--- config.mk ---
export PLATFORM = sky130hd
export DESIGN_NAME = npb_cfg
export DESIGN_NICKNAME = d
export VERILOG_FILES = /design/src/hdl/npb_pkg.sv /design/src/hdl/npb_cfg.sv
export SDC_FILE = /design/constraint.sdc
export NUM_CORES = 1
export LEC_CHECK = 0
export ABC_AREA = 1
export BUFFER_PORTS_ARGS = -buffer_cell sky130_fd_sc_hd__buf_2
export CAP_MARGIN = 15
export CORE_MARGIN = 3
export CORE_UTILIZATION = 40
export CTS_CLUSTER_DIAMETER = 50
export CTS_CLUSTER_SIZE = 20
export DETAILED_ROUTE_END_ITERATION = 7
export PLACE_DENSITY = 0.79
export SYNTH_ARGS = -nofsm -noshare
export SYNTH_HDL_FRONTEND = slang
export SYNTH_SLANG_ARGS = --single-unit
--- constraint.sdc ---
create_clock -name i_clk -period 0.9 [get_ports i_clk]
set_input_delay 0.09 -clock i_clk [delete_from_list [all_inputs] [get_ports i_clk]]
set_output_delay 0.09 -clock i_clk [all_outputs]
set_load 0.05 [all_outputs]
--- src/hdl/npb_pkg.sv ---
// Shared types, constants and helper functions for the nibble pixel blitter.
// No dependencies; npb_cfg, npb_pix, npb_seq, the top level and the checker import it.
`default_nettype none

package npb_pkg;

    // Pixel memory geometry
    localparam int MEM_DEPTH = 65536;
    localparam int MEM_AW    = $clog2(MEM_DEPTH);

    // APB register map: register i at byte address 4*i
    localparam int PADDR_W      = 3;
    localparam logic REG_SIZE_XOR = 1'b0;
    localparam logic REG_CLIP     = 1'b1;

    // Blitter register file indexes
    localparam logic [2:0] BREG_CTL     = 3'd0;
    localparam logic [2:0] BREG_SOLID   = 3'd1;
    localparam logic [2:0] BREG_SRC_HI  = 3'd2;
    localparam logic [2:0] BREG_SRC_LO  = 3'd3;
    localparam logic [2:0] BREG_DST_HI  = 3'd4;
    localparam logic [2:0] BREG_DST_LO  = 3'd5;
    localparam logic [2:0] BREG_WIDTH   = 3'd6;
    localparam logic [2:0] BREG_HEIGHT  = 3'd7;

    // Control byte bits
    localparam int CTL_SRC_SCREEN = 0;
    localparam int CTL_DST_SCREEN = 1;
    localparam int CTL_TRANSP     = 3;
    localparam int CTL_SOLID      = 4;
    localparam int CTL_SHIFT      = 5;
    localparam int CTL_KEEP_LO    = 6;
    localparam int CTL_KEEP_HI    = 7;

    localparam logic [7:0]  NIB_HI      = 8'hF0;
    localparam logic [7:0]  NIB_LO      = 8'h0F;
    localparam logic [15:0] SCREEN_STEP = 16'h0100;
    localparam logic [15:0] CLIP_RESET  = 16'hFFFF;

    typedef enum logic [1:0] {
        FUNC_WR   = 2'd0,
        FUNC_RD   = 2'd1,
        FUNC_REG  = 2'd2,
        FUNC_NONE = 2'd3
    } t_func;

    typedef struct packed {
        logic [7:0]  size_xor;
        logic [15:0] clip_limit;
    } t_cfg;

    typedef struct packed {
        logic              we;
        logic [MEM_AW-1:0] waddr;
        logic [7:0]        wdata;
        logic [MEM_AW-1:0] raddr;
    } t_ram_cmd;

    typedef struct packed {
        logic        en;
        logic        transp;
        logic        solid;
        logic [7:0]  src;
        logic [7:0]  keep;
        logic [7:0]  colour;
        logic [7:0]  dst_byte;
        logic [15:0] dst_addr;
        logic [15:0] clip;
    } t_pix_req;

    typedef struct packed {
        logic       we;
        logic [7:0] data;
    } t_pix_res;

    function automatic logic in_mem(input logic [15:0] a);
        return {1'b0, a} < 17'(MEM_DEPTH);
    endfunction

    // width/height after the XOR: 0 reads as 1, 255 as 256
    function automatic logic [8:0] size_fix(input logic [7:0] x);
        logic [8:0] r;
        if (x == 8'h00) begin
            r = 9'd1;
        end else if (x == 8'hFF) begin
            r = 9'h100;
        end else begin
            r = {1'b0, x};
        end
        return r;
    endfunction

    function automatic logic [7:0] nib_swap(input logic [7:0] x);
        return {x[3:0], x[7:4]};
    endfunction

endpackage

`default_nettype wire

--- src/hdl/npb_cfg.sv ---
// APB configuration registers: size XOR and clip limit.
// Depends on npb_pkg.
`default_nettype none

module npb_cfg
    import npb_pkg::*;
(
    input  wire logic               i_clk,
    input  wire logic               i_rst_n,
    input  wire logic               psel,
    input  wire logic               penable,
    input  wire logic               pwrite,
    input  wire logic [PADDR_W-1:0] paddr,
    input  wire logic [31:0]        pwdata,
    output logic      [31:0]        prdata,
    output logic                    pready,
    output t_cfg                    o_cfg
);

    logic [7:0]  r_size_xor;
    logic [15:0] r_clip;
    logic        wr_en;

    assign wr_en  = psel && penable && pwrite;
    assign pready = 1'b1;

    always_ff @(posedge i_clk) begin
        if (!i_rst_n) begin
            r_size_xor <= 8'h00;
            r_clip     <= CLIP_RESET;
        end else if (wr_en) begin
            unique case (paddr[2])
                REG_SIZE_XOR: r_size_xor <= pwdata[7:0];
                REG_CLIP:     r_clip     <= pwdata[15:0];
            endcase
        end
    end

    always_comb begin
        unique case (paddr[2])
            REG_SIZE_XOR: prdata = {24'h0, r_size_xor};
            REG_CLIP:     prdata = {16'h0, r_clip};
        endcase
    end

    assign o_cfg.size_xor   = r_size_xor;
    assign o_cfg.clip_limit = r_clip;

endmodule

`default_nettype wire

### After elaboration in Yosys (flattened, before gate mapping)

Cells that the tools add are included.

* register bits after elaboration: 24
* output and inout port bits: 57
* word-level logic and storage cells: 8

* multiplexer cells: 1
* bitwise operators: 1
* reduce and logical (&&, ||, !) cells: 4

Operator list (number)
* 32-bit case mux with 2 select lines: 1
* 2-bit AND reduction: 2
* 1-bit logical AND: 2
* 1-bit inverter: 1

### Logic depth before layout (Yosys ltp)

* depth after elaboration: 3
* mapped depth: 6
* depth with buffers taken out: 5

### Worst setup path before layout

Ideal clock, no wire load.

* path type: reg-to-output
* from: register r_clip[0]
* to: output port prdata[0]
* arrival: 1.079 ns
* path slack: -0.269 ns
* stages on the path, launching flop included: 3
* path buffers: 0
* cell sequence: dfxtp_1 -> nand2_1 -> nand2_1

* longest elaborated chain between the ends: 1

Ends and longest elaborated chain
* from (decl): line npb_cfg.sv:21 `logic [15:0] r_clip;`
* from (signal assigned): line npb_cfg.sv:34 `REG_CLIP: r_clip <= pwdata[15:0];`
* 32-bit case mux with 2 select lines: line npb_cfg.sv:40 `unique case (paddr[2])`
* to (decl): line npb_cfg.sv:15 `output logic [31:0] prdata,`

Every way passes these cells. The select of a mux whose other input is x is not followed.

### Final worst setup path

* from: register r_clip[5]
* to: output port prdata[5]

The elaborated chain is that of the path after synthesis.

==> reports/results.ini <==
[setup_path]
cp-start-kind = flop
critical_path.max_stage_delay_ns = 0.39
cp_slowest_cell = dfxtp_2
crit_path_end_kind = output pin
cp_num_buf_inv = 1
cp_data_arrival_time_ns = 1.04
cp_cell_sequence = nand2_1 > nand2_2 > buf_8
cp_top_family = flip-flops
path_max_fanout = 3
crit_type = reg2out
required_ns = 0.81

[power]
powerDensity_nw_per_um2 = 1140
power.total_mw = 2.95
p_int_mw = 1.79
p_sw_share_pct = 39.2
p_leak_nw = 1.26
power.share.sequential_pct = 38.1
p_clk_share_pct = 19.3
peakVddDrop_mv = 0.702
switching_power_mw = 1.16
combPwrFrac_pct = 42.6

[drt]
ant_nets = 0
first_pass_iters = 4
vias = 1527
remaining_drc_errors = 0
wl_per_cell_um = 14.8
drt_first_iter_violations = 49
routed_wl_um = 4860
via_per_inst = 4.64

[layout]
drive_above_1_share_pct = 62.1
nets = 326
finish.instance_area_um2 = 2590
final_util_pct = 82.8
stdcell_count = 329
fillerInstances = 180
syn2layout_area_growth_pct = 92.1
diodes = 0

[logic_synthesis]
synth.avg_cell_area_um2 = 7.25
synth_edf_count = 0
yosys.area.top_type = dfxtp_1
synth_commonest_cells = nand2_1 (58), dfxtp_1 (24), buf_4 (18)
synth_top_cell_area_share_pct = 35.6
synth-main-ff-cell = dfxtp_1
synth-seq-cells = 24
syn_area_um2 = 1350
ys_types = 18
syn_inst = 186
synth_warnings = 0
synth_area_leaders = dfxtp_1 (36%), nand2_1 (16%), buf_4 (10%)
async_flop_share_pct = 0
ys_seq_area_share_pct = 35.6
yosys.cell_count.top_type = nand2_1

[timing]
whs_ns = 0.000631
rsz0062_at_grt = true
fmax_mhz = 882
drv_slew = 0
fin_worst_skew_ns = 0
finalCritPeriodShare_pct = 126
min_period_ns = 1.13
setup_violations = 41
tns_ns = -5.25
hold_viol = 0
layout_setup_ws_ns = -0.234

[grt]
grt_pass1_wl_um = 6800
grt_max_degree = 25
grtUsageTotal_pct = 21.0
antenna_found_initial = 0
grt_pass1_vias = 1387
overflow = 0

[placement]
io_buffers = 61
post-place-cells = 286
dp_hpwl_um = 2200
dpl_cell_area_um2 = 1730
gp_congestion = 0.732
place_ws_ns = -0.0228

[job]
cap_violations = 0

[clock_network]
cts.reportedPaths.clkPinSlew_ns = 0.13
clock_latency_ns = 0.31
numCtsBuffers = 3
htree_levels = 1
cts_sinks = 24
tritoncts = yes
clock_tree.buffer_depth = 2
root_buffer = clkbuf_4

[die]
initial_core_util_pct = 43.1
num_rows = 20
dieArea_um2 = 4100
chipWidth_um = 64.1
die_y_um = 64.1
coreArea_um2 = 3130
io-pin-count = 97

[hold_path]
hold_class = in2reg

[status]
status = finished, violations left
violations = negative setup slack

==> power by group through the flow <==
stage	clock network, mW	logic, mW	registers, mW
2_1_floorplan	0	0.629	1.27
3_3_place_gp	0	0.882	1.14
6_report	0.568	1.26	1.12
4_1_cts	0.588	1.12	1.13
3_5_place_dp	0	0.887	1.14
5_1_grt	0.644	1.31	1.13
==> placed cells by master, fill, tap and decap left out, drive strengths merged <==
cell type    instances
clkbuf               4
conb                17
inv                 10
dfxtp               24
nand3               25
nor2                19
clkinvlp             8
nand2               74
buf                 90
dlygate4sd3         14
==> layer usage <==
metal  routed length, um  global-route usage [%]  vias up
met4                  57                    5.39        0
met1                1940                    26.1      711
met5                   0                       0        -
li1                    -                       -      731
met2                2510                    36.1       77
met3                 353                    4.75        8
==> layout make-up <==
class / instances / area, um2 / share of cell area (%)
clock buffer: 4 / 36.3 / 1.40
inverter: 18 / 100 / 3.86
multi-input combinational: 135 / 733 / 28.3
sequential: 24 / 541 / 20.9
tap: 44 / 55.1 / 2.12
timing repair buffer: 104 / 1130 / 43.5
==> state kept, by name (all words and copies together) (netlist names) <==
| register | cells |
|---|---|
| r_size_xor | 8 |
| r_clip | 16 |
==> kinds of logic after synthesis <==
logic type             synth area share, %
buffers and inverters                 19.4
AND/OR/NAND/NOR                       44.4
other                                0.557
flip-flops                            35.6
==> worst register-to-register path: stages, from the launching register on <==
cell     delay, ns
dfxtp_4       0.37
buf_6         0.12
buf_6         0.10
buf_6         0.10
nand2_2       0.07
nand3_2       0.07
==> final timing paths <==
kind | from | endpoint | slack, ns | cells past startpoint
worst min-delay path | pwdata[15] | r_clip[15] | 0.0006 | 3
worst max register to register | r_clip[10] | r_clip[10] | -0.03 | 5
worst max-delay path | r_clip[5] | prdata[5] | -0.23 | 3
worst min register to register | r_clip[6] | r_clip[6] | 0.49 | 2
==> timing repair <==
item                                    CTS  global route
endpoints found under the hold margin    14             0
resized for setup                       108            44
endpoints found under the setup margin   40            40
pin swaps                                 3             7
setup buffers                             7            18
hold buffers                             14             0
gates cloned                              0             0
Note: power is estimated with default switching activity, not from simulation.
