## src/hdl/npb_pkg.sv

```systemverilog
// Shared types, constants and helper functions for the nibble pixel blitter.
// No dependencies; npb_cfg, npb_pix, npb_seq, the top level and the checker import it.
`default_nettype none

package npb_pkg;

    // Pixel memory geometry
    localparam int MEM_DEPTH = 65536;
    localparam int MEM_AW    = $clog2(MEM_DEPTH);

    // APB register map: register i at byte address 4*i
    localparam int PADDR_W      = 3;
    localparam logic REG_SIZE_XOR = 1'b0;
    localparam logic REG_CLIP     = 1'b1;

    // Blitter register file indexes
    localparam logic [2:0] BREG_CTL     = 3'd0;
    localparam logic [2:0] BREG_SOLID   = 3'd1;
    localparam logic [2:0] BREG_SRC_HI  = 3'd2;
    localparam logic [2:0] BREG_SRC_LO  = 3'd3;
    localparam logic [2:0] BREG_DST_HI  = 3'd4;
    localparam logic [2:0] BREG_DST_LO  = 3'd5;
    localparam logic [2:0] BREG_WIDTH   = 3'd6;
    localparam logic [2:0] BREG_HEIGHT  = 3'd7;

    // Control byte bits
    localparam int CTL_SRC_SCREEN = 0;
    localparam int CTL_DST_SCREEN = 1;
    localparam int CTL_TRANSP     = 3;
    localparam int CTL_SOLID      = 4;
    localparam int CTL_SHIFT      = 5;
    localparam int CTL_KEEP_LO    = 6;
    localparam int CTL_KEEP_HI    = 7;

    localparam logic [7:0]  NIB_HI      = 8'hF0;
    localparam logic [7:0]  NIB_LO      = 8'h0F;
    localparam logic [15:0] SCREEN_STEP = 16'h0100;
    localparam logic [15:0] CLIP_RESET  = 16'hFFFF;

    typedef enum logic [1:0] {
        FUNC_WR   = 2'd0,
        FUNC_RD   = 2'd1,
        FUNC_REG  = 2'd2,
        FUNC_NONE = 2'd3
    } t_func;

    typedef struct packed {
        logic [7:0]  size_xor;
        logic [15:0] clip_limit;
    } t_cfg;

    typedef struct packed {
        logic              we;
        logic [MEM_AW-1:0] waddr;
        logic [7:0]        wdata;
        logic [MEM_AW-1:0] raddr;
    } t_ram_cmd;

    typedef struct packed {
        logic        en;
        logic        transp;
        logic        solid;
        logic [7:0]  src;
        logic [7:0]  keep;
        logic [7:0]  colour;
        logic [7:0]  dst_byte;
        logic [15:0] dst_addr;
        logic [15:0] clip;
    } t_pix_req;

    typedef struct packed {
        logic       we;
        logic [7:0] data;
    } t_pix_res;

    function automatic logic in_mem(input logic [15:0] a);
        return {1'b0, a} < 17'(MEM_DEPTH);
    endfunction

    // width/height after the XOR: 0 reads as 1, 255 as 256
    function automatic logic [8:0] size_fix(input logic [7:0] x);
        logic [8:0] r;
        if (x == 8'h00) begin
            r = 9'd1;
        end else if (x == 8'hFF) begin
            r = 9'h100;
        end else begin
            r = {1'b0, x};
        end
        return r;
    endfunction

    function automatic logic [7:0] nib_swap(input logic [7:0] x);
        return {x[3:0], x[7:4]};
    endfunction

endpackage

`default_nettype wire

```

## src/hdl/npb_pix.sv

```systemverilog
// Destination byte merge unit: keep masks, transparency, solid colour, clip test.
// Depends on npb_pkg.
`default_nettype none

module npb_pix
    import npb_pkg::*;
(
    input  wire t_pix_req i_req,
    output t_pix_res      o_res
);

    logic [7:0] tm;
    logic [7:0] val;
    logic       skip;

    always_comb begin
        tm   = i_req.keep;
        val  = i_req.solid ? i_req.colour : i_req.src;
        skip = 1'b0;
        if (i_req.transp) begin
            // colour 0 is see-through, per nibble
            skip = (i_req.src == 8'h00);
            if ((i_req.src & NIB_HI) == 8'h00) tm = tm | NIB_HI;
            if ((i_req.src & NIB_LO) == 8'h00) tm = tm | NIB_LO;
        end
        o_res.data = (i_req.dst_byte & tm) | (val & ~tm);
        o_res.we   = i_req.en && !skip && (i_req.dst_addr < i_req.clip)
                     && in_mem(i_req.dst_addr);
    end

endmodule

`default_nettype wire

```

## config.mk

```make
export PLATFORM = sky130hd
export DESIGN_NAME = npb_pix
export DESIGN_NICKNAME = d
export VERILOG_FILES = /design/src/hdl/npb_pkg.sv /design/src/hdl/npb_pix.sv
export SDC_FILE = /design/constraint.sdc
export NUM_CORES = 1
export LEC_CHECK = 0
export BUFFER_PORTS_ARGS = -buffer_cell sky130_fd_sc_hd__buf_2
export CORE_MARGIN = 10
export CORE_UTILIZATION = 30
export DETAILED_ROUTE_END_ITERATION = 8
export PLACE_DENSITY_LB_ADDON = 0.25
export SLEW_MARGIN = 25
export SYNTH_ARGS = -nofsm -noshare
export SYNTH_HDL_FRONTEND = slang
export SYNTH_SLANG_ARGS = --single-unit
export TNS_END_PERCENT = 10
```

## constraint.sdc

```tcl
create_clock -name vclk -period 2.7
set_clock_uncertainty 0.1 [all_clocks]
set_input_delay 0.81 -clock vclk [all_inputs]
set_output_delay 0.81 -clock vclk [all_outputs]
set_load 0.02 [all_outputs]
```

# Word level (Yosys, flattened, before mapping)
# Index checks and enable logic that the tools add are counted.
# word_totals
in_bits	67
regBits	0
# classes
n_reduce_logical	6
n_bitwise	4
mux	5
magnitude_cmp	1
# op_table
op	count
logical NOT 8 bit	3
2-to-1 mux 8 bit	3
AND 8 bit	2
< comparator 16 bit	1
inverter 8 bit	1
OR 8 bit	1
2-to-1 mux 4 bit	1
logical AND 1 bit	2
logical NOT 1 bit	1
2-to-1 mux 1 bit	1

# Longest topological paths before layout
# logic_depth
word_depth	7
ltp_mapped	7
mapped_depth_nobuf	7

# Least setup slack after synthesis
# No wires, ideal clock.
# synth_timing
path_type	input to output
startpoint	input i_req[1] (netlist name)
endpoint	output o_res[8] (netlist name)
path_buffers	0
arrival_ns	1.938
path_stages	6
slack_ns	-0.148
path_cell_list	inv_1 > ha_1 > a211o_1 > a21oi_2 > o21ai_1 > a211oi_2
# synth_lines
element	line	source
start: declaration	npb_pix.sv:8	input wire t_pix_req i_req,
end: declaration	npb_pix.sv:9	output t_pix_res o_res

==> flow_metrics.py <==
metrics = {
    "drt": {
        "drt_wl_total_mm": 2.632,
        "detail-route-antenna-nets": 0,
        "routed-via-count": 905,
        "vias_per_cell": 4.617,
        "wl_per_cell_um": 13.43,
        "drcViolationCount": 0,
        "drtIter0Drc": 7,
        "drt_first_pass_iters": 2,
    },
    "pwr": {
        "seqPwrFrac_pct": 0,
        "peakVddDrop_v": 0.0001095,
        "p_leak_nw": 0.6870,
        "pwr-share-clk_pct": 0,
        "intPower_mw": 0.1028,
        "power.density_mw_per_mm2": 158.6,
        "power_switching_share_pct": 45.88,
        "pwr-share-comb_pct": 100.0,
        "p_sw_mw": 0.08713,
    },
    "floorplan": {
        "initial_utilization_pct": 31.12,
        "die_w_um": 64.88,
        "rows": 16,
        "core_area_sq_mm": 0.001942,
        "die_y_um": 64.88,
        "dieArea_sq_mm": 0.004209,
        "io_pins": 76,
    },
    "worst_hold_path": {
        "hold_path_class": "in -> out",
        "holdPathStages": 3,
        "min_delay_worst_endpoint": "o_res[3]",
        "hold_start": "i_req[51]",
    },
    "worst_setup_path": {
        "cp_slowest_cell": "a211o_1",
        "criticalPathCategory": "in -> out",
        "cpPeakStageDelay_ns": 0.26,
        "worstSetupStartpointType": "input pin",
        "cp.arrival_ns": 1.99,
        "crit_path_max_fanout": 1,
        "path_cells": "buf_6, inv_6, ha_4, a211o_1, a21oi_2, o21ai_2, a211oi_2, buf_4",
        "critical_path_required_ns": 1.79,
        "end_kind": "output pin",
    },
    "yosys": {
        "syn_area_sq_um": 604.3,
        "yosysWarningCount": 0,
        "ys_seq_area_share_pct": 0,
        "syn_nets": 169,
        "ys_types": 23,
        "synth_cells": 87,
        "synth.avg_cell_area_sq_um": 6.946,
    },
    "global_route": {
        "grt_use_total_pct": 11.54,
        "grt_first_pass_wirelength_mm": 4.243,
        "antenna_found_initial": 0,
        "grt_overflow": 0,
        "grt_max_degree": 9,
        "grt_pass1_vias": 1023,
    },
    "cts": {
        "postCtsSetupRepairBufs": 0,
    },
    "layout": {
        "seq_cells": 0,
        "final_cell_mix": "buf_2, buf_4, inv_1, ha_1, nor2_1",
        "drive_above_1_share_pct": 60.36,
        "syn2layout_area_growth_pct": 98.14,
        "fin_nets": 253,
        "finish.utilization_pct": 61.66,
        "num_antenna_cells": 0,
        "layout_commonest_cell": "buf_2",
        "n_fill_cell": 194,
        "nClkBuffers": 0,
        "final-seq-area_sq_um": 0,
        "postLayoutCellArea_sq_mm": 0.001197,
    },
    "placed_design": {
        "place_congestion": 0.7825,
        "hpwl_mm": 2.381,
        "portBuffers": 76,
        "placedInstanceArea_sq_mm": 0.001086,
    },
    "timing": {
        "rsz0062_at_grt": "yes",
        "period_share_pct": 107.4,
        "setup_slack_ns": -0.1990,
        "layout_min_cycle_time_ns": 2.899,
        "tightest_slew_ns": 0.2296,
        "hold_viol": 0,
        "maxSlewHeadroom_pct": 84.58,
        "fmax_mhz": 344.9,
        "setup_viol": 3,
        "drv_slew": 0,
    },
    "run_status": {
        "violations": "negative setup slack",
        "status": "finished with violations",
    },
    "flow_run": {
        "maxCapViolations": 0,
    },
}
==> cell type report <==
class	count	area [sq um]	share of cell area, %
multi-input cells	70	624.3	52.14
repair buffers	84	478.0	39.92
inverters	15	61.31	5.120
well taps	27	33.78	2.821
==> logic make-up after synthesis <==
kind of cell,synth area share [%]
compound gates,25.47
fa+ha+maj,31.06
buf+inv,10.97
mux,13.25
simple gates,19.26
==> critical path: cells and delay by family <==
family | cells | cell delay, ns
fa+ha+maj | 1 | 0.18
compound gates | 4 | 0.70
buf+inv | 3 | 0.31
==> how the worst max path moves through the flow <==
stage                          from  slack (ns)       end
final                      i_req[1]       -0.20  o_res[8]
after global routing       i_req[1]       -0.26  o_res[8]
after CTS                  i_req[1]       -0.18  o_res[8]
after detailed placement   i_req[1]       -0.25  o_res[8]
after global placement     i_req[1]       -0.24  o_res[8]
after floorplan           i_req[17]       -0.09  o_res[8]
==> power groups by stage <==
stage	sequential (mW)	combinational [mW]	clock, mW
after floorplan	0	0.0834	0
after global placement	0	0.161	0
final	0	0.190	0
after detailed placement	0	0.168	0
after CTS	0	0.183	0
after global routing	0	0.211	0
==> cells in the mapped netlist <==
master    count  area (sq um)
nand4b_1      1         8.760
nor4_1        2         12.51
o21ai_0       1         5.000
inv_1        15         56.30
nor2b_1       1         6.260
a21oi_1       8         40.04
o21ai_1       5         25.02
nand4_1       3         18.77
mux2i_1       8         80.08
nor2_1        9         33.78
nand2b_1      1         6.260
a21oi_2       2         17.52
nand2_1       2         7.510
a211o_1       1         8.760
o21a_1        1         7.510
nand3_1       2         10.01
a21o_1        1         7.510
o31ai_1       4         30.03
and2_1        2         12.51
buf_2         1         5.000
a211oi_2      1         12.51
clkbuf_2      1         5.000
ha_1         15         187.7
==> layer usage <==
metal / track usage (%) / vias to the layer above / part of all wire, %
li1: - / 477 / -
met1: 10.60 / 399 / 35
met2: 25.74 / 29 / 58
met3: 2.405 / 0 / 6.7
met4: 0 / 0 / 0
met5: 0 / - / 0
==> metrics by stage <==
| step | total power [mW] | hold WS, ns | setup slack [ns] | setup TNS [ns] | cells |
|---|---|---|---|---|---|
| after floorplan | 0.08342 | 1.666 | -0.08896 | -0.08896 | 87 |
| after global placement | 0.1610 | 1.816 | -0.2410 | -0.9414 | 196 |
| after detailed placement | 0.1682 | 1.823 | -0.2513 | -1.173 | 196 |
| after CTS | 0.1830 | 1.829 | -0.1821 | -0.3406 | 196 |
| after global routing | 0.2111 | 1.858 | -0.2649 | -0.9439 | 196 |
| final | 0.1899 | 1.825 | -0.1990 | -0.2277 | 196 |
==> what timing repair did <==
action | 4_1_cts | 5_1_grt
hold buffers | 0 | 0
pin swaps | 8 | 7
endpoints found under the setup margin | 9 | 9
resized for setup | 18 | 9
Power figures use the tool's default switching activity.
