==> config.mk <==
export PLATFORM = sky130hd
export DESIGN_NAME = npb_seq_flat
export DESIGN_NICKNAME = d
export VERILOG_FILES = /design/src/hdl/npb_pkg.sv /design/src/hdl/npb_in_if.sv /design/src/hdl/npb_out_if.sv /design/src/hdl/npb_seq.sv /design/src/flat_wrapper.sv
export SDC_FILE = /design/constraint.sdc
export NUM_CORES = 1
export LEC_CHECK = 0
export ABC_CLOCK_PERIOD_IN_PS = 7050
export BUFFER_PORTS_ARGS = -buffer_cell sky130_fd_sc_hd__buf_2
export CORE_UTILIZATION = 25
export CTS_BUF_LIST = sky130_fd_sc_hd__clkbuf_16
export CTS_CLUSTER_SIZE = 16
export DETAILED_ROUTE_END_ITERATION = 10
export PLACE_DENSITY = 0.38
export SETUP_SLACK_MARGIN = 0.3
export SLEW_MARGIN = 20
export SYNTH_ARGS = -nofsm -noshare
export SYNTH_HDL_FRONTEND = slang
export SYNTH_SLANG_ARGS = --single-unit
==> constraint.sdc <==
create_clock -name i_clk -period 7.05 [get_ports i_clk]
set_input_delay 0.705 -clock i_clk [delete_from_list [all_inputs] [get_ports i_clk]]
set_output_delay 0.705 -clock i_clk [all_outputs]
set_load 0.005 [all_outputs]
==> src/hdl/npb_pkg.sv <==
// Shared types, constants and helper functions for the nibble pixel blitter.
// No dependencies; npb_cfg, npb_pix, npb_seq, the top level and the checker import it.
`default_nettype none

package npb_pkg;

    // Pixel memory geometry
    localparam int MEM_DEPTH = 65536;
    localparam int MEM_AW    = $clog2(MEM_DEPTH);

    // APB register map: register i at byte address 4*i
    localparam int PADDR_W      = 3;
    localparam logic REG_SIZE_XOR = 1'b0;
    localparam logic REG_CLIP     = 1'b1;

    // Blitter register file indexes
    localparam logic [2:0] BREG_CTL     = 3'd0;
    localparam logic [2:0] BREG_SOLID   = 3'd1;
    localparam logic [2:0] BREG_SRC_HI  = 3'd2;
    localparam logic [2:0] BREG_SRC_LO  = 3'd3;
    localparam logic [2:0] BREG_DST_HI  = 3'd4;
    localparam logic [2:0] BREG_DST_LO  = 3'd5;
    localparam logic [2:0] BREG_WIDTH   = 3'd6;
    localparam logic [2:0] BREG_HEIGHT  = 3'd7;

    // Control byte bits
    localparam int CTL_SRC_SCREEN = 0;
    localparam int CTL_DST_SCREEN = 1;
    localparam int CTL_TRANSP     = 3;
    localparam int CTL_SOLID      = 4;
    localparam int CTL_SHIFT      = 5;
    localparam int CTL_KEEP_LO    = 6;
    localparam int CTL_KEEP_HI    = 7;

    localparam logic [7:0]  NIB_HI      = 8'hF0;
    localparam logic [7:0]  NIB_LO      = 8'h0F;
    localparam logic [15:0] SCREEN_STEP = 16'h0100;
    localparam logic [15:0] CLIP_RESET  = 16'hFFFF;

    typedef enum logic [1:0] {
        FUNC_WR   = 2'd0,
        FUNC_RD   = 2'd1,
        FUNC_REG  = 2'd2,
        FUNC_NONE = 2'd3
    } t_func;

    typedef struct packed {
        logic [7:0]  size_xor;
        logic [15:0] clip_limit;
    } t_cfg;

    typedef struct packed {
        logic              we;
        logic [MEM_AW-1:0] waddr;
        logic [7:0]        wdata;
        logic [MEM_AW-1:0] raddr;
    } t_ram_cmd;

    typedef struct packed {
        logic        en;
        logic        transp;
        logic        solid;
        logic [7:0]  src;
        logic [7:0]  keep;
        logic [7:0]  colour;
        logic [7:0]  dst_byte;
        logic [15:0] dst_addr;
        logic [15:0] clip;
    } t_pix_req;

    typedef struct packed {
        logic       we;
        logic [7:0] data;
    } t_pix_res;

    function automatic logic in_mem(input logic [15:0] a);
        return {1'b0, a} < 17'(MEM_DEPTH);
    endfunction

    // width/height after the XOR: 0 reads as 1, 255 as 256
    function automatic logic [8:0] size_fix(input logic [7:0] x);
        logic [8:0] r;
        if (x == 8'h00) begin
            r = 9'd1;
        end else if (x == 8'hFF) begin
            r = 9'h100;
        end else begin
            r = {1'b0, x};
        end
        return r;
    endfunction

    function automatic logic [7:0] nib_swap(input logic [7:0] x);
        return {x[3:0], x[7:4]};
    endfunction

endpackage

`default_nettype wire

==> src/hdl/npb_in_if.sv <==
// Request channel of the nibble pixel blitter: valid/ready plus one access.
// No dependencies.
`default_nettype none

interface npb_in_if;
    logic        valid;
    logic        ready;
    logic [1:0]  func;
    logic [15:0] address;
    logic [7:0]  data;

    modport source (output valid, func, address, data, input ready);
    modport sink   (input valid, func, address, data, output ready);
endinterface

`default_nettype wire

==> src/hdl/npb_out_if.sv <==
// Response channel of the nibble pixel blitter: valid/ready plus read data.
// No dependencies.
`default_nettype none

interface npb_out_if;
    logic       valid;
    logic       ready;
    logic [7:0] read_data;

    modport source (output valid, read_data, input ready);
    modport sink   (input valid, read_data, output ready);
endinterface

`default_nettype wire

==> src/hdl/npb_seq.sv <==
// Sequencer: memory clear pass, CPU accesses, blit address walk, response register.
// Depends on npb_pkg, npb_in_if and npb_out_if.
`default_nettype none

module npb_seq
    import npb_pkg::*;
(
    input  wire logic       i_clk,
    input  wire logic       i_rst_n,
    npb_in_if.sink          i_req,
    npb_out_if.source       o_rsp,
    input  wire t_cfg       i_cfg,
    output t_ram_cmd        o_ram,
    input  wire logic [7:0] i_ram_rdata,
    output t_pix_req        o_pix,
    input  wire t_pix_res   i_pix
);

    typedef enum logic [2:0] {
        S_CLEAR,
        S_IDLE,
        S_READ,
        S_PUSH,
        S_B_SRC,
        S_B_DST,
        S_B_WR
    } t_state;

    t_state            r_state, n_state;
    logic [MEM_AW-1:0] r_clr, n_clr;
    logic [7:0]        r_regs [8];
    logic [7:0]        n_regs [8];
    logic              r_out_valid, n_out_valid;
    logic [7:0]        r_out_data, n_out_data;
    logic [7:0]        r_res, n_res;
    logic              r_rd_ok, n_rd_ok;
    logic [7:0]        r_ctl, n_ctl;
    logic [15:0]       r_src, n_src;
    logic [15:0]       r_dst, n_dst;
    logic [15:0]       r_sstart, n_sstart;
    logic [15:0]       r_dstart, n_dstart;
    logic [8:0]        r_col, n_col;
    logic [8:0]        r_row, n_row;
    logic [3:0]        r_nib, n_nib;
    logic [7:0]        r_srcb, n_srcb;

    logic        ready;
    logic        accept;
    logic [15:0] rd_addr;
    logic [8:0]  w, h, last_col;
    logic        shift, fin;
    logic [7:0]  keep, colour, src_val, keep_eff;
    logic [15:0] sx, sy, dx, row_sstart, row_dstart;

    assign ready       = (r_state == S_IDLE) && (!r_out_valid || o_rsp.ready);
    assign accept      = i_req.valid && ready;
    assign i_req.ready = ready;
    assign o_rsp.valid     = r_out_valid;
    assign o_rsp.read_data = r_out_data;

    // blit geometry
    assign w        = size_fix(r_regs[BREG_WIDTH] ^ i_cfg.size_xor);
    assign h        = size_fix(r_regs[BREG_HEIGHT] ^ i_cfg.size_xor);
    assign shift    = r_ctl[CTL_SHIFT];
    assign last_col = shift ? w : w - 9'd1;
    // trailing half-byte of a shifted row: the source byte that is read is not taken
    assign fin      = shift && (r_col == w);
    assign sx = r_ctl[CTL_SRC_SCREEN] ? SCREEN_STEP : 16'h0001;
    assign sy = r_ctl[CTL_SRC_SCREEN] ? 16'h0001 : {7'h00, w};
    assign dx = r_ctl[CTL_DST_SCREEN] ? SCREEN_STEP : 16'h0001;
    assign row_sstart = r_sstart + sy;
    // screen-stride destination wraps inside its column
    assign row_dstart = r_ctl[CTL_DST_SCREEN]
                        ? {r_dstart[15:8], r_dstart[7:0] + 8'h01}
                        : r_dstart + {7'h00, w};

    always_comb begin
        keep = {r_ctl[CTL_KEEP_HI] ? 4'hF : 4'h0, r_ctl[CTL_KEEP_LO] ? 4'hF : 4'h0};
        colour = r_regs[BREG_SOLID];
        if (shift) begin
            keep   = nib_swap(keep);
            colour = nib_swap(colour);
        end
        keep_eff = keep;
        if (!shift) begin
            src_val = r_srcb;
        end else if (fin) begin
            src_val  = {r_nib, 4'h0};
            keep_eff = keep | NIB_LO;
        end else if (r_col == 9'd0) begin
            src_val  = {4'h0, r_srcb[7:4]};
            keep_eff = keep | NIB_HI;
        end else begin
            src_val = {r_nib, r_srcb[7:4]};
        end
    end

    always_comb begin
        o_pix.en       = (r_state == S_B_WR);
        o_pix.transp   = r_ctl[CTL_TRANSP];
        o_pix.solid    = r_ctl[CTL_SOLID];
        o_pix.src      = src_val;
        o_pix.keep     = keep_eff;
        o_pix.colour   = colour;
        o_pix.dst_byte = i_ram_rdata;
        o_pix.dst_addr = r_dst;
        o_pix.clip     = i_cfg.clip_limit;
    end

    always_comb begin
        n_state     = r_state;
        n_clr       = r_clr;
        n_regs      = r_regs;
        n_out_valid = r_out_valid && !o_rsp.ready;
        n_out_data  = r_out_data;
        n_res       = r_res;
        n_ctl       = r_ctl;
        n_src       = r_src;
        n_dst       = r_dst;
        n_sstart    = r_sstart;
        n_dstart    = r_dstart;
        n_col       = r_col;
        n_row       = r_row;
        n_nib       = r_nib;
        n_srcb      = r_srcb;
        rd_addr     = i_req.address;
        o_ram.we    = 1'b0;
        o_ram.waddr = i_req.address[MEM_AW-1:0];
        o_ram.wdata = i_req.data;

        unique case (r_state)
            S_CLEAR: begin
                o_ram.we    = 1'b1;
                o_ram.waddr = r_clr;
                o_ram.wdata = 8'h00;
                n_clr       = r_clr + 1'b1;
                if (r_clr == MEM_AW'(MEM_DEPTH - 1)) begin
                    n_state = S_IDLE;
                end
            end
            S_IDLE: begin
                if (accept) begin
                    n_out_data = 8'h00;
                    unique case (t_func'(i_req.func))
                        FUNC_WR: begin
                            o_ram.we    = in_mem(i_req.address);
                            n_out_valid = 1'b1;
                        end
                        FUNC_RD: begin
                            n_state = S_READ;
                        end
                        FUNC_REG: begin
                            n_out_valid = 1'b1;
                            if (i_req.address[15:3] == 13'h0) begin
                                n_regs[i_req.address[2:0]] = i_req.data;
                                if (i_req.address[2:0] == BREG_CTL &&
                                    !(i_req.data[CTL_KEEP_HI] && i_req.data[CTL_KEEP_LO])) begin
                                    n_out_valid = r_out_valid && !o_rsp.ready;
                                    n_ctl    = i_req.data;
                                    n_src    = {r_regs[BREG_SRC_HI], r_regs[BREG_SRC_LO]};
                                    n_sstart = {r_regs[BREG_SRC_HI], r_regs[BREG_SRC_LO]};
                                    n_dst    = {r_regs[BREG_DST_HI], r_regs[BREG_DST_LO]};
                                    n_dstart = {r_regs[BREG_DST_HI], r_regs[BREG_DST_LO]};
                                    n_col    = 9'd0;
                                    n_row    = 9'd0;
                                    n_nib    = 4'h0;
                                    n_state  = S_B_SRC;
                                end
                            end
                        end
                        FUNC_NONE: begin
                            n_out_valid = 1'b1;
                        end
                    endcase
                end
            end
            S_READ: begin
                n_res   = r_rd_ok ? i_ram_rdata : 8'h00;
                n_state = S_PUSH;
            end
            S_PUSH: begin
                if (!r_out_valid || o_rsp.ready) begin
                    n_out_valid = 1'b1;
                    n_out_data  = r_res;
                    n_state     = S_IDLE;
                end
            end
            S_B_SRC: begin
                rd_addr = r_src;
                n_state = S_B_DST;
            end
            S_B_DST: begin
                if (!fin) begin
                    n_srcb = r_rd_ok ? i_ram_rdata : 8'h00;
                end
                rd_addr = r_dst;
                n_state = S_B_WR;
            end
            S_B_WR: begin
                o_ram.we    = i_pix.we;
                o_ram.waddr = r_dst[MEM_AW-1:0];
                o_ram.wdata = i_pix.data;
                if (shift && !fin) begin
                    n_nib = r_srcb[3:0];
                end
                n_src   = r_src + sx;
                n_dst   = r_dst + dx;
                n_col   = r_col + 9'd1;
                n_state = S_B_SRC;
                if (r_col == last_col) begin
                    n_col = 9'd0;
                    if (r_row == h - 9'd1) begin
                        n_res   = 8'h00;
                        n_state = S_PUSH;
                    end else begin
                        n_row    = r_row + 9'd1;
                        n_sstart = row_sstart;
                        n_dstart = row_dstart;
                        n_src    = row_sstart;
                        n_dst    = row_dstart;
                    end
                end
            end
            default: begin
                n_state = S_IDLE;
            end
        endcase

        o_ram.raddr = rd_addr[MEM_AW-1:0];
        n_rd_ok     = in_mem(rd_addr);
    end

    always_ff @(posedge i_clk) begin
        if (!i_rst_n) begin
            r_state     <= S_CLEAR;
            r_clr       <= '0;
            r_out_valid <= 1'b0;
            r_regs      <= '{default: 8'h00};
        end else begin
            r_state     <= n_state;
            r_clr       <= n_clr;
            r_out_valid <= n_out_valid;
            r_regs      <= n_regs;
        end
        r_out_data <= n_out_data;
        r_res      <= n_res;
        r_rd_ok    <= n_rd_ok;
        r_ctl      <= n_ctl;
        r_src      <= n_src;
        r_dst      <= n_dst;
        r_sstart   <= n_sstart;
        r_dstart   <= n_dstart;
        r_col      <= n_col;
        r_row      <= n_row;
        r_nib      <= n_nib;
        r_srcb     <= n_srcb;
    end

endmodule

`default_nettype wire

==> src/flat_wrapper.sv <==
// flat-port wrapper written by rule: the top's interface ports become plain ports
module npb_seq_flat import npb_pkg::*;
  (i_clk, i_rst_n, i_cfg, o_ram, i_ram_rdata, o_pix, i_pix, i_req_valid, i_req_func, i_req_address, i_req_data, i_req_ready, o_rsp_valid, o_rsp_read_data, o_rsp_ready);
  npb_in_if i_req_i ();
  npb_out_if o_rsp_i ();
  input  wire logic i_clk;
  input  wire logic i_rst_n;
  input  wire t_cfg i_cfg;
  output t_ram_cmd o_ram;
  input  wire logic [7:0] i_ram_rdata;
  output t_pix_req o_pix;
  input  wire t_pix_res i_pix;
  input wire logic [$bits(i_req_i.valid)-1:0] i_req_valid;
  input wire logic [$bits(i_req_i.func)-1:0] i_req_func;
  input wire logic [$bits(i_req_i.address)-1:0] i_req_address;
  input wire logic [$bits(i_req_i.data)-1:0] i_req_data;
  output wire logic [$bits(i_req_i.ready)-1:0] i_req_ready;
  output wire logic [$bits(o_rsp_i.valid)-1:0] o_rsp_valid;
  output wire logic [$bits(o_rsp_i.read_data)-1:0] o_rsp_read_data;
  input wire logic [$bits(o_rsp_i.ready)-1:0] o_rsp_ready;
  assign i_req_i.valid = i_req_valid;
  assign i_req_i.func = i_req_func;
  assign i_req_i.address = i_req_address;
  assign i_req_i.data = i_req_data;
  assign i_req_ready = i_req_i.ready;
  assign o_rsp_valid = o_rsp_i.valid;
  assign o_rsp_read_data = o_rsp_i.read_data;
  assign o_rsp_i.ready = o_rsp_ready;
  npb_seq u_core (.i_clk(i_clk), .i_rst_n(i_rst_n), .i_req(i_req_i), .o_rsp(o_rsp_i), .i_cfg(i_cfg), .o_ram(o_ram), .i_ram_rdata(i_ram_rdata), .o_pix(o_pix), .i_pix(i_pix));
endmodule
* Word level (Yosys, flattened, before mapping) *
Cells that the tools add are included.

storage, ports and cells
  register bits after elaboration = 202
  input bits = 71
  output and inout port bits = 118
  word-level logic and storage cells = 182

operators by class
  add/sub/neg operators = 10
  $lt $le $gt $ge = 2
  equality and inequality tests = 28
  muxes and demuxes = 83
  bitwise operators = 4
  reduce and logical (&&, ||, !) cells = 33

operators by type and width
  operator               number
  $mux 16                17
  $pmux 16 s2            5
  $mux 9                 15
  $mux 8                 13
  $bwmux 64              1
  $add 16x16->16         3
  $pmux 24 s2            1
  $pmux 9 s2             2
  $pmux 8 s2             2
  $mux 4                 7
  $eq 9x9->1             3
  $demux 8 s3            1
  $mux 3                 7
  $pmux 3 s7             1
  $add 9x1->9 const B    2
  $sub 9x1->9 const B    2
  $add 16x1->16 const B  1
  $add 16x9->16          1
  $eq 16x16->1 const B   1
  $eq 8x8->1 const B     2
  $logic_not 8->1        2
  $xor 8x8->8            2
  $logic_not 13->1       1
  $ne 2x1->1 const B     6
  31 further kinds       62

* Longest topological paths before layout *
  word-level depth = 10
  gate-level depth with buffers = 17
  mapped depth without buffers = 17

* Least setup slack after synthesis *
Ideal clock, no wire load.

  path type = in2reg
  start = in i_cfg[23] (netlist name)
  end = reg u_core.r_dstart[0], enable pin
  library setup time = 453 ps
  data arrival time = 5,479 ps
  data required time = 6,597 ps
  setup slack = 1,118 ps
  stages on the path = 13
  path buffers = 2
  cell sequence = xnor2_1 > nor2_1 > a31oi_1 > inv_1 > ha_1 > nor2b_1 > o31ai_1 > xor2_1 > nor4_2 > nand4_4 > buf_6 > buf_6 > a21oi_1

on the way
  cells in the longest elaborated chain, start to end = 9
  elaborated cells on any way between the ends = 18
  classes of those cells = 2 x add/sub; 6 x eq/ne; 5 x mux; 2 x bitwise; 3 x reduce/logical

RTL lines
  element                              RTL line           source
  start: declaration                   flat_wrapper.sv:8  input wire t_cfg i_cfg;
  $xor 8x8->8                          npb_seq.sv:62      assign w = size_fix(r_regs[BREG_WIDTH] ^ i_cfg.size_xor);
  $eq 8x8->1                           npb_pkg.sv:85      end else if (x == 8'hFF) begin
  $mux 9                               npb_pkg.sv:85
  $mux 9                               npb_pkg.sv:83      if (x == 8'h00) begin
  $sub 9x1->9                          npb_seq.sv:65      assign last_col = shift ? w : w - 9'd1;
  $mux 9                               npb_seq.sv:65
  $eq 9x9->1                           npb_seq.sv:210     if (r_col == last_col) begin
  $ne 2x1->1 (no source line)          --
  $reduce_and 7->1 (no source line) *  --
  end signal: assignment               npb_seq.sv:252     r_dstart <= n_dstart;
  end: declaration                     npb_seq.sv:41      logic [15:0] r_dstart, n_dstart;

Mark *: on every way between the ends. The rest lies on a longest branch, timed or not.
A chain may end at the register's enable or synchronous reset.

* Final worst setup path *
  start = in i_cfg[23] (netlist name)
  end = reg u_core.r_dstart[1], enable pin

The elaborated chain is that of the path after synthesis.

==> impl_metrics.toml <==
[logic_synthesis]
dominantRegCellSynth = "edfxtp_1"
synth.distinct_cells = 76
syn_area_per_cell_um2 = 9.30
async_reset_ff_share_pct = 0
ys_seq_elements = 193
syn_inst = 1340
synth_edf_count = 117
ys_warn_count = 0
ys_top_cells_by_area = "edfxtp_1 (28%), dfxtp_1 (12%), mux2i_1 (6.7%), nand2_1 (5.4%), xnor2_1 (5.3%)"
synth_area_um2 = 12500
synth_area_leader_cell = "edfxtp_1"
synth_top_cell_area_share_pct = 28.2
synth_fp_nets = 1447
ys_seq_area_share_pct = 40.4

[worst_setup_path]
endpoint_kind = "flip-flop"
r2r_slack_ns = 2.01
ff2ff_path_depth = 12
cp_slowest_cell = "xnor2_1"
cp_num_buf_inv = 3
r2r-start = "u_core.r_regs[15]$_SDFFE_PN0P_"
worstPathMaxFanout = 20
slowest_delay_ns = 0.82
cp_data_required_time_ns = 7.19
cp_top_family = "compound AO/OA/AOI/OAI gates"
start_kind = "input port"
cp_data_arrival_time_ns = 5.20
crit_type = "in2reg"
r2r_end = "u_core.r_dstart[1]$_DFFE_PP_"
path_cells = "buf_2 > xnor2_1 > nor2_1 > a31oi_1 > inv_1 > ha_1 > nor2b_1 > o31ai_1 > xor2_1 > nor4_2 > nand4_4 > a21oi_4 > buf_4"

[pwr]
p_clk_share_pct = 41.4
power.density_nw_per_um2 = 164
p_switching_mw = 0.623
combPwrFrac_pct = 7.9
ir_worst_vdd_mv = 0.174
switching_share_pct = 26.6
power_frac_seq_pct = 50.7
power.internal_mw = 1.72
p_leak_nw = 5.40

[final_layout]
final_nets = 1542
drive_above_1_share_pct = 16.7
fillers = 5289
area_growth_pct = 14.8
fin_area_um2 = 14300
layout_commonest_cell = "nand2_1"
mostFrequentLayoutCells = "nand2_1 (177), buf_2 (155), edfxtp_1 (117), mux2i_1 (84), nor2_1 (79)"

[clocking]
cts_root_buf = "clkbuf_16"
clkTransAtPathRegs_ns = 0.08
cts_tree = "done"
numClockSinks = 193
cts_max_level = 4
worstSkewPairLatency_ns = 0.46
clk_path_buf_depth = 2
holdBufCountCts = 0
cts_resized = 0
cts_buffers = 17
post_cts_buffers = 0

[grt]
grt.overflow.total = 0
grt_pass1_vias = 9773
antenna_found_initial = 0
gr-usage-all-layers_pct = 17.3
grt_max_degree = 78
grt_first_pass_wirelength_um = 64500

[drt]
ant_nets = 0
dr.pass1.iters = 7
dr.first_iter.drc_count = 523
viasPerCell = 4.83
routed-via-count = 10200
wl_per_cell_um = 20.7
drc_errors = 0
routed_wl_um = 43600

[sta]
final.setup.tns_ns = 0
maxSlewViolCount = 0
post-route-period-util_pct = 71.8
max_freq_mhz = 198
final_hold_viol_count = 0
clock_skew_ns = 0.0146
grt_setup_unrepaired = "false"
slew-limit-headroom_pct = 29.8
tightest_slew_ns = 1.05
period_needed_ns = 5.06
finalSetupViolations = 0

[die]
io_pins = 189
dieArea_um2 = 50700
fp.dieH_um = 225
core_area_um2 = 49100
initial_utilization_pct = 25.4
die_x_um = 225
fp-row-count = 81

[placement]
port_buffers = 156
place_hpwl_um = 31400
placed_area_um2 = 13700
place_congestion = 0.846

[worst_hold_path]
min_path_cells = 1
hp-start = "i_ram_rdata[2]"
min_path_type = "in2reg"
whs_endpoint = "u_core.r_srcb[2]$_DFFE_PP_"

[run]
drv_cap = 0

[outcome]
status = "completed"
[worst max-delay path by stage]
stage / startpoint / to / slack (ns) / cells after the start
floorplan: i_cfg[23] / u_core.r_dstart[0]$_DFFE_PP_ / 1.12 / 13
global placement: i_cfg[23] / u_core.r_dstart[1]$_DFFE_PP_ / 1.66 / 13
detailed placement: i_cfg[23] / u_core.r_dstart[1]$_DFFE_PP_ / 1.54 / 13
CTS: u_core.r_regs[15]$_SDFFE_PN0P_ / u_core.r_dstart[1]$_DFFE_PP_ / 2.00 / 12
global route: u_core.r_regs[15]$_SDFFE_PN0P_ / u_core.r_dstart[1]$_DFFE_PP_ / 1.63 / 12
finish: i_cfg[23] / u_core.r_dstart[1]$_DFFE_PP_ / 1.99 / 13
[area by class of cell]
class                   instances  area, um2  share of cell area (%)
multi-input cells            1011       6810                    47.6
clock inverters                15        130                   0.910
inverters                      35        131                   0.918
diodes                          1       2.50                  0.0175
clock buffers                  17        425                    2.97
repair buffers                177        941                    6.58
flip-flops and latches        193       5030                    35.2
well taps                     664        831                    5.81
[routing by layer]
metal,routed length [um],global-route usage (%),vias up
met2,20800,28.6,185
met3,992,1.93,40
li1,-,-,4943
met1,21000,23.7,5042
met4,799,5.18,0
met5,0,0,-
[synth_stat cells (9+ instances only)]
cell / n
a22oi_1: 20
and2_1: 33
mux2_2: 14
nand4_1: 21
o21a_1: 10
buf_4: 33
nor2_1: 81
or3_1: 13
edfxtp_1: 117
buf_1: 16
clkbuf_1: 49
xnor2_1: 76
xor2_1: 50
ha_1: 34
a21oi_1: 22
o21ai_0: 61
a22o_1: 14
o21ai_1: 14
nand3_1: 45
dfxtp_1: 76
nor2b_1: 70
inv_1: 33
nor3_1: 20
mux2i_1: 84
and3_1: 17
a31oi_1: 9
nand2_1: 178
o211ai_1: 15
[registers in the layout (all words and copies together), names as in the netlist]
| name | cells |
|---|---|
| u_core.r_dst | 16 |
| u_core.r_clr | 16 |
| u_core.r_ctl | 7 |
| u_core.r_sstart | 16 |
| u_core.r_col | 9 |
| u_core.r_row | 9 |
| u_core.r_res | 8 |
| u_core.r_dstart | 16 |
| u_core.o_rsp.read_data | 8 |
| u_core.r_nib | 4 |
| u_core.r_state | 3 |
| u_core.o_rsp.valid | 1 |
| u_core.r_src | 16 |
| u_core.r_srcb | 8 |
| u_core.r_regs | 56 |
[worst reg2reg max path, cell delays in order, from the launching register on]
cell     delay (ns)
dfxtp_1        0.34
xnor2_1        0.84
nor2_1         0.14
a31oi_1        0.56
inv_1          0.17
ha_1           0.23
nor2b_1        0.18
o31ai_1        0.29
xor2_1         0.16
nor4_2         0.40
nand4_4        0.31
a21oi_4        0.73
buf_4          0.37
[kinds of logic (layout without fill, tap and decap cells)]
logic type | count (synthesis) | count (layout) | synth area share, %
AND/OR/NAND/NOR | 520 | 520 | 21.2
AO/OA/AOI/OAI | 230 | 230 | 12.4
flip-flops | 193 | 193 | 40.4
buffers and inverters | 136 | 244 | 5.22
XOR/XNOR | 127 | 127 | 9.04
multiplexers | 98 | 98 | 8.01
adder cells (fa/ha/maj) | 36 | 36 | 3.73
other | 0 | 1 | 0
[power groups by stage]
stage                     Clock [mW]  Sequential [mW]  Combinational, mW
after floorplan                    0             1.21              0.114
after global placement             0             1.21              0.185
after detailed placement           0             1.21              0.185
after CTS                       1.00             1.19              0.186
after global routing            1.04             1.19              0.201
final                          0.968             1.19              0.184
[per-stage QoR]
| step | power (mW) | instances | utilization (%) | setup WS (ns) | hold WS [ns] |
|---|---|---|---|---|---|
| 2_1_floorplan | 1.33 | 1340 | - | 1.12 | 0.473 |
| 3_3_place_gp | 1.40 | 2080 | 28.0 | 1.66 | 0.497 |
| 3_5_place_dp | 1.40 | 2080 | 28.0 | 1.54 | 0.503 |
| 4_1_cts | 2.37 | 2112 | 29.1 | 2.00 | 0.420 |
| 5_1_grt | 2.43 | 2112 | 29.2 | 1.63 | 0.426 |
| 6_report | 2.34 | 2113 | 29.2 | 1.99 | 0.451 |
Note: power is estimated with default switching activity, not from simulation.
